### config.mk
export PLATFORM = sky130hd
export DESIGN_NAME = integer_to_english_word_tokens_flat
export DESIGN_NICKNAME = d
export VERILOG_FILES = /design/src/hdl/itew_pkg.sv /design/src/hdl/itew_if.sv /design/src/hdl/itew_dabble.sv /design/src/hdl/itew_emit.sv /design/src/hdl/integer_to_english_word_tokens.sv /design/src/flat_wrapper.sv
export VERILOG_INCLUDE_DIRS = /design/src /design/src/hdl
export SDC_FILE = /design/constraint.sdc
export NUM_CORES = 1
export LEC_CHECK = 0
export BUFFER_PORTS_ARGS = -buffer_cell sky130_fd_sc_hd__buf_2
export CAP_MARGIN = 30
export CORE_MARGIN = 1
export CORE_UTILIZATION = 45
export CTS_CLUSTER_SIZE = 16
export DETAILED_ROUTE_END_ITERATION = 10
export GPL_ROUTABILITY_DRIVEN = 0
export GPL_TIMING_DRIVEN = 0
export SKIP_LAST_GASP = 1
export SLEW_MARGIN = 20
export SYNTH_ARGS = -nofsm -noshare
export SYNTH_HDL_FRONTEND = slang
export SYNTH_SLANG_ARGS = --single-unit
### constraint.sdc
create_clock -name clk_i -period 3.18 [get_ports clk_i]
set_input_delay 0.636 -clock clk_i [delete_from_list [all_inputs] [get_ports clk_i]]
set_output_delay 0.636 -clock clk_i [all_outputs]
set_load 0.005 [all_outputs]
### src/hdl/assert_macros.svh
// assertion macros used by the top-level rtl file
`ifndef ASSERT_MACROS_SVH
`define ASSERT_MACROS_SVH

// same-cycle implication, sampled on clk_i, off during reset
`define ASSERT_IMP(lbl, ante, cons, msg) \
  lbl: assert property (@(posedge clk_i) disable iff (!rst_ni) (ante) |-> (cons)) \
    else $error(msg);

// next-cycle implication, sampled on clk_i, off during reset
`define ASSERT_NXT(lbl, ante, cons, msg) \
  lbl: assert property (@(posedge clk_i) disable iff (!rst_ni) (ante) |=> (cons)) \
    else $error(msg);

`endif

### src/hdl/itew_pkg.sv
// types and constants for the integer to english word token block
package itew_pkg;

  localparam int NUM_W    = 31;
  localparam int TOK_W    = 5;
  localparam int DIGITS   = 10;
  localparam int BCD_W    = 4 * DIGITS;
  localparam int CNT_W    = $clog2(NUM_W);

  localparam logic [TOK_W-1:0] TOK_ZERO     = 5'd0;
  localparam logic [TOK_W-1:0] TOK_TWENTY   = 5'd20;
  localparam logic [TOK_W-1:0] TOK_HUNDRED  = 5'd28;
  localparam logic [TOK_W-1:0] TOK_THOUSAND = 5'd29;

  // decimal digits handed from the converter to the token walker
  typedef struct packed {
    logic             valid;
    logic [BCD_W-1:0] digits;
  } itew_bcd_t;

endpackage

### src/hdl/itew_if.sv
// valid/ready channel interfaces for number in and word tokens out
interface itew_num_if;
  import itew_pkg::*;
  logic             valid;
  logic             ready;
  logic [NUM_W-1:0] number;

  modport source (output valid, output number, input ready);
  modport sink (input valid, input number, output ready);
endinterface

interface itew_tok_if;
  import itew_pkg::*;
  logic             valid;
  logic             ready;
  logic [TOK_W-1:0] word_token;
  logic             last_word;

  modport source (output valid, output word_token, output last_word, input ready);
  modport sink (input valid, input word_token, input last_word, output ready);
endinterface

### src/hdl/itew_dabble.sv
// bit-serial binary to bcd converter (shift and add three)
module itew_dabble import itew_pkg::*; (
  input  logic             clk_i,
  input  logic             rst_ni,
  input  logic             in_valid_i,
  input  logic [NUM_W-1:0] in_number_i,
  output logic             in_ready_o,
  output itew_bcd_t        bcd_o,
  input  logic             bcd_take_i
);

  logic             busy_q;
  logic             done_q;
  logic [CNT_W-1:0] cnt_q;
  logic [NUM_W-1:0] bin_q;
  logic [BCD_W-1:0] bcd_q;
  logic [BCD_W-1:0] adj;

  assign in_ready_o = !busy_q && !done_q;

  // digits of five or more get three added before the shift
  always_comb begin
    for (int k = 0; k < DIGITS; k++) begin
      adj[4*k +: 4] = (bcd_q[4*k +: 4] >= 4'd5) ? bcd_q[4*k +: 4] + 4'd3 : bcd_q[4*k +: 4];
    end
  end

  always_ff @(posedge clk_i or negedge rst_ni) begin
    if (!rst_ni) begin
      busy_q <= 1'b0;
      done_q <= 1'b0;
      cnt_q  <= '0;
    end else begin
      if (in_valid_i && in_ready_o) begin
        busy_q <= 1'b1;
        cnt_q  <= '0;
      end else if (busy_q) begin
        cnt_q <= cnt_q + 1'b1;
        if (cnt_q == CNT_W'(NUM_W - 1)) begin
          busy_q <= 1'b0;
          done_q <= 1'b1;
        end
      end else if (done_q && bcd_take_i) begin
        done_q <= 1'b0;
      end
    end
  end

  always_ff @(posedge clk_i) begin
    if (in_valid_i && in_ready_o) begin
      bin_q <= in_number_i;
      bcd_q <= '0;
    end else if (busy_q) begin
      bin_q <= {bin_q[NUM_W-2:0], 1'b0};
      bcd_q <= {adj[BCD_W-2:0], bin_q[NUM_W-1]};
    end
  end

  assign bcd_o.valid  = done_q;
  assign bcd_o.digits = bcd_q;

endmodule

### src/hdl/itew_emit.sv
// walks the decimal groups and emits at most one word token per step
module itew_emit import itew_pkg::*; (
  input  logic             clk_i,
  input  logic             rst_ni,
  input  itew_bcd_t        bcd_i,
  output logic             bcd_take_o,
  output logic             out_valid_o,
  input  logic             out_ready_i,
  output logic [TOK_W-1:0] out_token_o,
  output logic             out_last_o
);

  localparam logic [2:0] ST_HUND  = 3'd0;
  localparam logic [2:0] ST_HWORD = 3'd1;
  localparam logic [2:0] ST_TENS  = 3'd2;
  localparam logic [2:0] ST_ONES  = 3'd3;
  localparam logic [2:0] ST_SCALE = 3'd4;

  logic             busy_q;
  logic             zero_q;
  logic [1:0]       grp_q;
  logic [2:0]       step_q;
  logic [BCD_W-1:0] dig_q;
  logic             out_valid_q;
  logic [TOK_W-1:0] out_token_q;
  logic             out_last_q;

  logic [47:0]      ext;
  logic [3:0]       h, t, o;
  logic [DIGITS-1:0] nz;
  logic             lower_nz;
  logic [4:0]       e;
  logic [4:0]       e_hi;
  logic             emit_now;
  logic             last_now;
  logic [TOK_W-1:0] tok_now;
  logic             slot_free;
  logic             advance;
  logic             finish;

  assign bcd_take_o = bcd_i.valid && !busy_q;
  assign slot_free  = !out_valid_q || out_ready_i;

  always_comb begin
    ext = {8'b0, dig_q};
    for (int k = 0; k < DIGITS; k++) begin
      nz[k] = dig_q[4*k +: 4] != 4'd0;
    end
    // billion group is the single top digit
    case (grp_q)
      2'd0: begin
        h = ext[47:44]; t = ext[43:40]; o = ext[39:36];
        lower_nz = |nz[8:0];
      end
      2'd1: begin
        h = ext[35:32]; t = ext[31:28]; o = ext[27:24];
        lower_nz = |nz[5:0];
      end
      2'd2: begin
        h = ext[23:20]; t = ext[19:16]; o = ext[15:12];
        lower_nz = |nz[2:0];
      end
      default: begin
        h = ext[11:8]; t = ext[7:4]; o = ext[3:0];
        lower_nz = 1'b0;
      end
    endcase
  end

  always_comb begin
    e[0] = h != 4'd0;
    e[1] = h != 4'd0;
    e[2] = (t != 4'd0) || (o != 4'd0);
    e[3] = (t >= 4'd2) && (o != 4'd0);
    e[4] = ((h != 4'd0) || (t != 4'd0) || (o != 4'd0)) && (grp_q != 2'd3);
    e_hi = e >> step_q;

    case (step_q)
      ST_HUND: begin
        emit_now = e[0];
        tok_now  = {1'b0, h};
      end
      ST_HWORD: begin
        emit_now = e[1];
        tok_now  = TOK_HUNDRED;
      end
      ST_TENS: begin
        emit_now = e[2];
        // teens fold both digits into one word
        if (t >= 4'd2) tok_now = TOK_TWENTY + {1'b0, t} - 5'd2;
        else if (t == 4'd1) tok_now = 5'd10 + {1'b0, o};
        else tok_now = {1'b0, o};
      end
      ST_ONES: begin
        emit_now = e[3];
        tok_now  = {1'b0, o};
      end
      ST_SCALE: begin
        emit_now = e[4];
        tok_now  = TOK_THOUSAND + 5'd2 - {3'b0, grp_q};
      end
      default: begin
        emit_now = 1'b0;
        tok_now  = TOK_ZERO;
      end
    endcase

    if (zero_q) begin
      emit_now = 1'b1;
      tok_now  = TOK_ZERO;
    end
    last_now = zero_q || (!(|e_hi[4:1]) && !lower_nz);
    finish   = zero_q || (emit_now && last_now) || (step_q == ST_SCALE && grp_q == 2'd3);
    advance  = busy_q && (!emit_now || slot_free);
  end

  always_ff @(posedge clk_i or negedge rst_ni) begin
    if (!rst_ni) begin
      busy_q      <= 1'b0;
      zero_q      <= 1'b0;
      grp_q       <= '0;
      step_q      <= ST_HUND;
      out_valid_q <= 1'b0;
    end else begin
      if (bcd_take_o) begin
        busy_q <= 1'b1;
        zero_q <= bcd_i.digits == '0;
        grp_q  <= '0;
        step_q <= ST_HUND;
      end else if (advance) begin
        if (finish) begin
          busy_q <= 1'b0;
        end else if (step_q == ST_SCALE) begin
          step_q <= ST_HUND;
          grp_q  <= grp_q + 1'b1;
        end else begin
          step_q <= step_q + 1'b1;
        end
      end
      if (slot_free) begin
        out_valid_q <= busy_q && emit_now;
      end
    end
  end

  always_ff @(posedge clk_i) begin
    if (bcd_take_o) begin
      dig_q <= bcd_i.digits;
    end
    if (slot_free && busy_q && emit_now) begin
      out_token_q <= tok_now;
      out_last_q  <= last_now;
    end
  end

  assign out_valid_o = out_valid_q;
  assign out_token_o = out_token_q;
  assign out_last_o  = out_last_q;

endmodule

### src/hdl/integer_to_english_word_tokens.sv
// Converts a 31-bit unsigned number into its English wording as a stream of
// word tokens (0 Zero, 1-19 One..Nineteen, 20-27 Twenty..Ninety, 28 Hundred,
// 29 Thousand, 30 Million, 31 Billion), with last_word set on the final beat.
// The bit-serial binary to decimal converter shifts in one input bit per cycle
// and holds a number's digits until the token walker takes them, taking no
// new number before then. The token walker walks up to five steps in each of
// the four groups (hundreds digit, Hundred, tens, ones, scale word; one token
// or one skipped word per step) and runs while the next number is being
// converted. Output stalls simply hold the walker.
`include "assert_macros.svh"

module integer_to_english_word_tokens import itew_pkg::*; (
  input  logic       clk_i,
  input  logic       rst_ni,
  itew_num_if.sink   num_i,
  itew_tok_if.source tok_o
);

  itew_bcd_t bcd;
  logic      bcd_take;

  itew_dabble u_dabble (
    .clk_i       (clk_i),
    .rst_ni      (rst_ni),
    .in_valid_i  (num_i.valid),
    .in_number_i (num_i.number),
    .in_ready_o  (num_i.ready),
    .bcd_o       (bcd),
    .bcd_take_i  (bcd_take)
  );

  itew_emit u_emit (
    .clk_i       (clk_i),
    .rst_ni      (rst_ni),
    .bcd_i       (bcd),
    .bcd_take_o  (bcd_take),
    .out_valid_o (tok_o.valid),
    .out_ready_i (tok_o.ready),
    .out_token_o (tok_o.word_token),
    .out_last_o  (tok_o.last_word)
  );

  // zero only ever comes as a wording of its own
  `ASSERT_IMP(a_zero_alone, tok_o.valid && tok_o.word_token == TOK_ZERO, tok_o.last_word, "lone zero")
  // converter is busy right after taking a number
  `ASSERT_NXT(a_busy_after_take, num_i.valid && num_i.ready, !num_i.ready, "two numbers taken")
  // converted digits hold until the walker takes them
  `ASSERT_NXT(a_bcd_hold, bcd.valid && !bcd_take, bcd.valid && $stable(bcd.digits), "bcd lost")

endmodule
### src/flat_wrapper.sv
// flat-port wrapper written by rule: the top's interface ports become plain ports
module integer_to_english_word_tokens_flat import itew_pkg::*;
  (clk_i, rst_ni, num_i_valid, num_i_number, num_i_ready, tok_o_valid, tok_o_word_token, tok_o_last_word, tok_o_ready);
  itew_num_if num_i_i ();
  itew_tok_if tok_o_i ();
  input  logic clk_i;
  input  logic rst_ni;
  input wire logic [$bits(num_i_i.valid)-1:0] num_i_valid;
  input wire logic [$bits(num_i_i.number)-1:0] num_i_number;
  output wire logic [$bits(num_i_i.ready)-1:0] num_i_ready;
  output wire logic [$bits(tok_o_i.valid)-1:0] tok_o_valid;
  output wire logic [$bits(tok_o_i.word_token)-1:0] tok_o_word_token;
  output wire logic [$bits(tok_o_i.last_word)-1:0] tok_o_last_word;
  input wire logic [$bits(tok_o_i.ready)-1:0] tok_o_ready;
  assign num_i_i.valid = num_i_valid;
  assign num_i_i.number = num_i_number;
  assign num_i_ready = num_i_i.ready;
  assign tok_o_valid = tok_o_i.valid;
  assign tok_o_word_token = tok_o_i.word_token;
  assign tok_o_last_word = tok_o_i.last_word;
  assign tok_o_i.ready = tok_o_ready;
  integer_to_english_word_tokens u_core (.clk_i(clk_i), .rst_ni(rst_ni), .num_i(num_i_i), .tok_o(tok_o_i));
endmodule
==> impl_metrics.py <==
metrics = {
    "clocking": {
        "cts_tree": "built",
        "clockBufferDepth": 2,
        "clk_pin_slew_ns": 0.06,
        "cts_root_buffer": "clkbuf_16",
        "numCtsBuffers": 17,
        "cts.sinks": 132,
        "htreeDepth": 4,
        "clock_latency_ns": 0.42,
    },
    "global_routing": {
        "grt_pass1_vias": 5091,
        "antenna_found_initial": 0,
        "grt_max_degree": 44,
        "grt_pass1_wl_um": 26200,
        "overflow": 0,
        "grt_util_all_layers": 0.216,
    },
    "floorplanning": {
        "core_um2": 14500,
        "ioPinCount": 43,
        "die_w_um": 124,
        "fp.dieH_um": 124,
        "start_util": 0.462,
        "dieArea_um2": 15400,
        "rows": 44,
    },
    "synthesis": {
        "synth.area.top_cells": "edfxtp_1 34%, dfxtp_1 12%, nand2_1 9.1%",
        "syn_avg_cell_area_um2": 9.84,
        "ys_ff_latch": 132,
        "synth_ff_type": "edfxtp_1",
        "synth_top_area_share": 0.344,
        "synth_area_um2": 6720,
        "synth-edff-count": 77,
        "ys_types": 63,
        "synthArstFlopShare": 0.114,
        "synth_top_cell_by_area": "edfxtp_1",
        "yosys_warnings": 0,
        "syn-instance-count": 683,
        "netlist_top_cells_count": "163 x nand2_1, 77 x edfxtp_1, 55 x o21ai_0",
        "synth_most_common_cell": "nand2_1",
        "ys_seq_area_frac": 0.519,
        "synth_nets": 759,
    },
    "power_and_ir_drop": {
        "power.switching_mw": 3.29,
        "p_comb_frac": 0.412,
        "clock_power_share": 0.219,
        "p_int_mw": 5.17,
        "switching_share": 0.389,
        "p_seq_frac": 0.369,
        "ir_worst_vdd_mv": 0.443,
        "p_leak_nw": 3.20,
        "power.density_nw_per_um2": 1090,
        "p_total_mw": 8.47,
    },
    "worst_setup_path": {
        "start_kind": "flop",
        "arrival_ns": 3.33,
        "path_cells": "inv_1 -> ha_1 -> buf_6 -> a222oi_1 -> buf_4 -> nand3_1 -> o21ai_2 -> a21oi_2 -> a311oi_2 -> o21ai_2 -> or4_1 -> nand3_1",
        "cp_top_family": "compound AO/OA/AOI/OAI gates",
        "crit_type": "flop to flop",
        "startpoint": "u_core.u_emit.grp_q[1]$_DFFE_PN0P_",
        "worstPathMaxFanout": 10,
        "path_buf_inv": 3,
        "cp_slowest_stage_delay_ns": 0.42,
        "cp_slowest_cell": "dfrtp_1",
        "critPathRequiredTime_ns": 3.53,
        "crit_path_end_kind": "flop",
        "r2r-start": "u_core.u_emit.grp_q[1]$_DFFE_PN0P_",
    },
    "job": {
        "drv_cap": 0,
    },
    "sta": {
        "hold_slack_ns": 0.108,
        "rsz0062_at_grt": "false",
        "fin_ws_ns": 0.201,
        "fin_worst_skew_ns": 0.00721,
        "period_needed_ns": 2.98,
        "drv_slew": 0,
        "post-route-period-util": 0.937,
        "worst_pin_slew_ns": 0.837,
        "hold_violations": 0,
        "setup_violations": 0,
        "max_slew_margin": 0.441,
        "clock.fmax_mhz": 336,
    },
    "layout": {
        "diodes": 0,
        "nets": 824,
        "ff_latch_area_um2": 3490,
        "syn2layout_area_growth_pct": 15.4,
        "multiInputGateArea_um2": 3000,
        "drive_above_1_share": 0.142,
        "fill_cells": 1324,
    },
    "detailed_routing": {
        "drt-vias-per-instance": 5.56,
        "routed_wl_um": 15900,
        "vias": 5256,
        "drc": 0,
        "drt_pass1_iterations": 8,
        "detail-route-antenna-nets": 0,
        "wl_per_cell_um": 16.8,
        "drt_iter0_drc": 395,
    },
    "run_status": {
        "status": "finished clean",
    },
    "worst_hold_path": {
        "min-delay-path-class": "input port to asynchronous set/reset pin",
    },
    "placed_design": {
        "dp_hpwl_um": 11500,
        "port_buffers": 42,
        "place_ws_ns": -0.0757,
    },
}
sequential cells by signal (all words and copies together), names as in the netlist:
register / count
u_core.u_emit.busy_q: 1
u_core.u_emit.dig_q: 40
u_core.u_dabble.cnt_q: 5
u_core.u_emit.grp_q: 2
u_core.u_dabble.bcd_q: 40
u_core.u_dabble.busy_q: 1
u_core.u_dabble.bin_q: 31
u_core.u_emit.out_token_o: 5
u_core.u_dabble.done_q: 1
u_core.u_emit.zero_q: 1
u_core.u_emit.out_last_o: 1
u_core.u_emit.out_valid_o: 1
u_core.u_emit.step_q: 3
metrics by stage:
step | setup TNS [ns] | instance area, um2 | utilization | cells
after floorplan | 0 | 6720 | - | 683
after global placement | -2.04 | 7160 | 0.493 | 909
after detailed placement | -0.453 | 7160 | 0.493 | 909
after CTS | 0 | 7720 | 0.531 | 941
after global routing | 0 | 7760 | 0.534 | 945
final | 0 | 7760 | 0.534 | 945
kinds of logic (layout without fill, tap and decap cells):
logic type                 after synthesis  count (layout)  share of synthesized area
DFF                                    132             132                      0.519
xor gates and xnor gates                24              24                     0.0313
adders and majority gates               41              41                     0.0763
AOI/OAI and AO/OA                      150             150                      0.145
buffers and inverters                   58             136                     0.0370
and+or+nand+nor                        271             271                      0.181
muxes                                    7               7                     0.0104
power groups by stage:
| stage | Combinational [mW] | Sequential, mW | Clock, mW |
|---|---|---|---|
| after floorplan | 2.58 | 2.96 | 0 |
| after global placement | 3.25 | 3.12 | 0 |
| after detailed placement | 3.37 | 3.15 | 0 |
| after CTS | 3.40 | 3.12 | 1.88 |
| after global routing | 3.96 | 3.22 | 1.96 |
| final | 3.49 | 3.13 | 1.85 |
layer usage:
metal / share of wire / vias up / track usage
met5: 0 / - / 0
met4: 0.028 / 0 / 0.0957
met3: 0.049 / 40 / 0.0474
met2: 0.48 / 166 / 0.349
met1: 0.45 / 2491 / 0.277
li1: - / 2559 / -
worst register-to-register path: stages (launching register included):
cell and delay, ns:
dfrtp_1 0.42, inv_1 0.11, ha_1 0.29, buf_6 0.18, a222oi_1 0.35, buf_4 0.19, nand3_1 0.11, o21ai_2 0.25
a21oi_2 0.09, a311oi_2 0.26, o21ai_2 0.16, or4_1 0.42, nand3_1 0.10
what timing repair did:
action / CTS / global route
hold buffers: 0 / 0
gates resized for setup: 1 / 3
pin swaps: 0 / 3
hold endpoints to repair: 0 / 0
cloned: 0 / 0
endpoints found under the setup margin: 6 / 12
setup buffers: 0 / 4
layout by cell type (no fill, tap or decap), types with 4 or more instances in the layout:
master and count:
o31ai_1 12, clkinv_2 6, nor2_1 25, a21oi_1 34, dfxtp_1 40, o21ai_2 4
nor3_1 11, nand3_1 17, xor2_1 12, dfrtp_1 14, a31o_2 6, nand2b_1 14
clkbuf_16 17, a21boi_0 4, clkbuf_1 25, edfxtp_1 77, buf_4 5, a221o_2 4
nor4_1 12, nand4_1 5, ha_1 41, inv_1 28, xnor2_1 12, buf_2 44
o21ai_0 55, nand2_1 162, a222oi_1 4, mux2i_1 7
final cells by class:
class | count | area share
well taps | 184 | 0.0297
repair buffers | 46 | 0.0310
inverters | 30 | 0.0145
plain buffers | 28 | 0.0176
clock buffers | 21 | 0.0568
flip-flops and latches | 132 | 0.450
multi-input cells | 493 | 0.387
clock inverters | 11 | 0.0142
worst paths after layout:
kind | depth (start not counted) | slack, ns | to
min in group clk_i | 2 | 0.46 | u_core.u_dabble.bcd_q[0]$_SDFFE_PP0P_
max in group asynchronous | 1 | 2.80 | u_core.u_emit.grp_q[0]$_DFFE_PN0P_
min reg2reg | 2 | 0.46 | u_core.u_dabble.bcd_q[0]$_SDFFE_PP0P_
max | 12 | 0.20 | u_core.u_emit.grp_q[1]$_DFFE_PN0P_
min | 1 | 0.11 | u_core.u_emit.step_q[1]$_DFFE_PN0P_
max reg2reg | 12 | 0.20 | u_core.u_emit.grp_q[1]$_DFFE_PN0P_
Power figures use the tool's default switching activity.
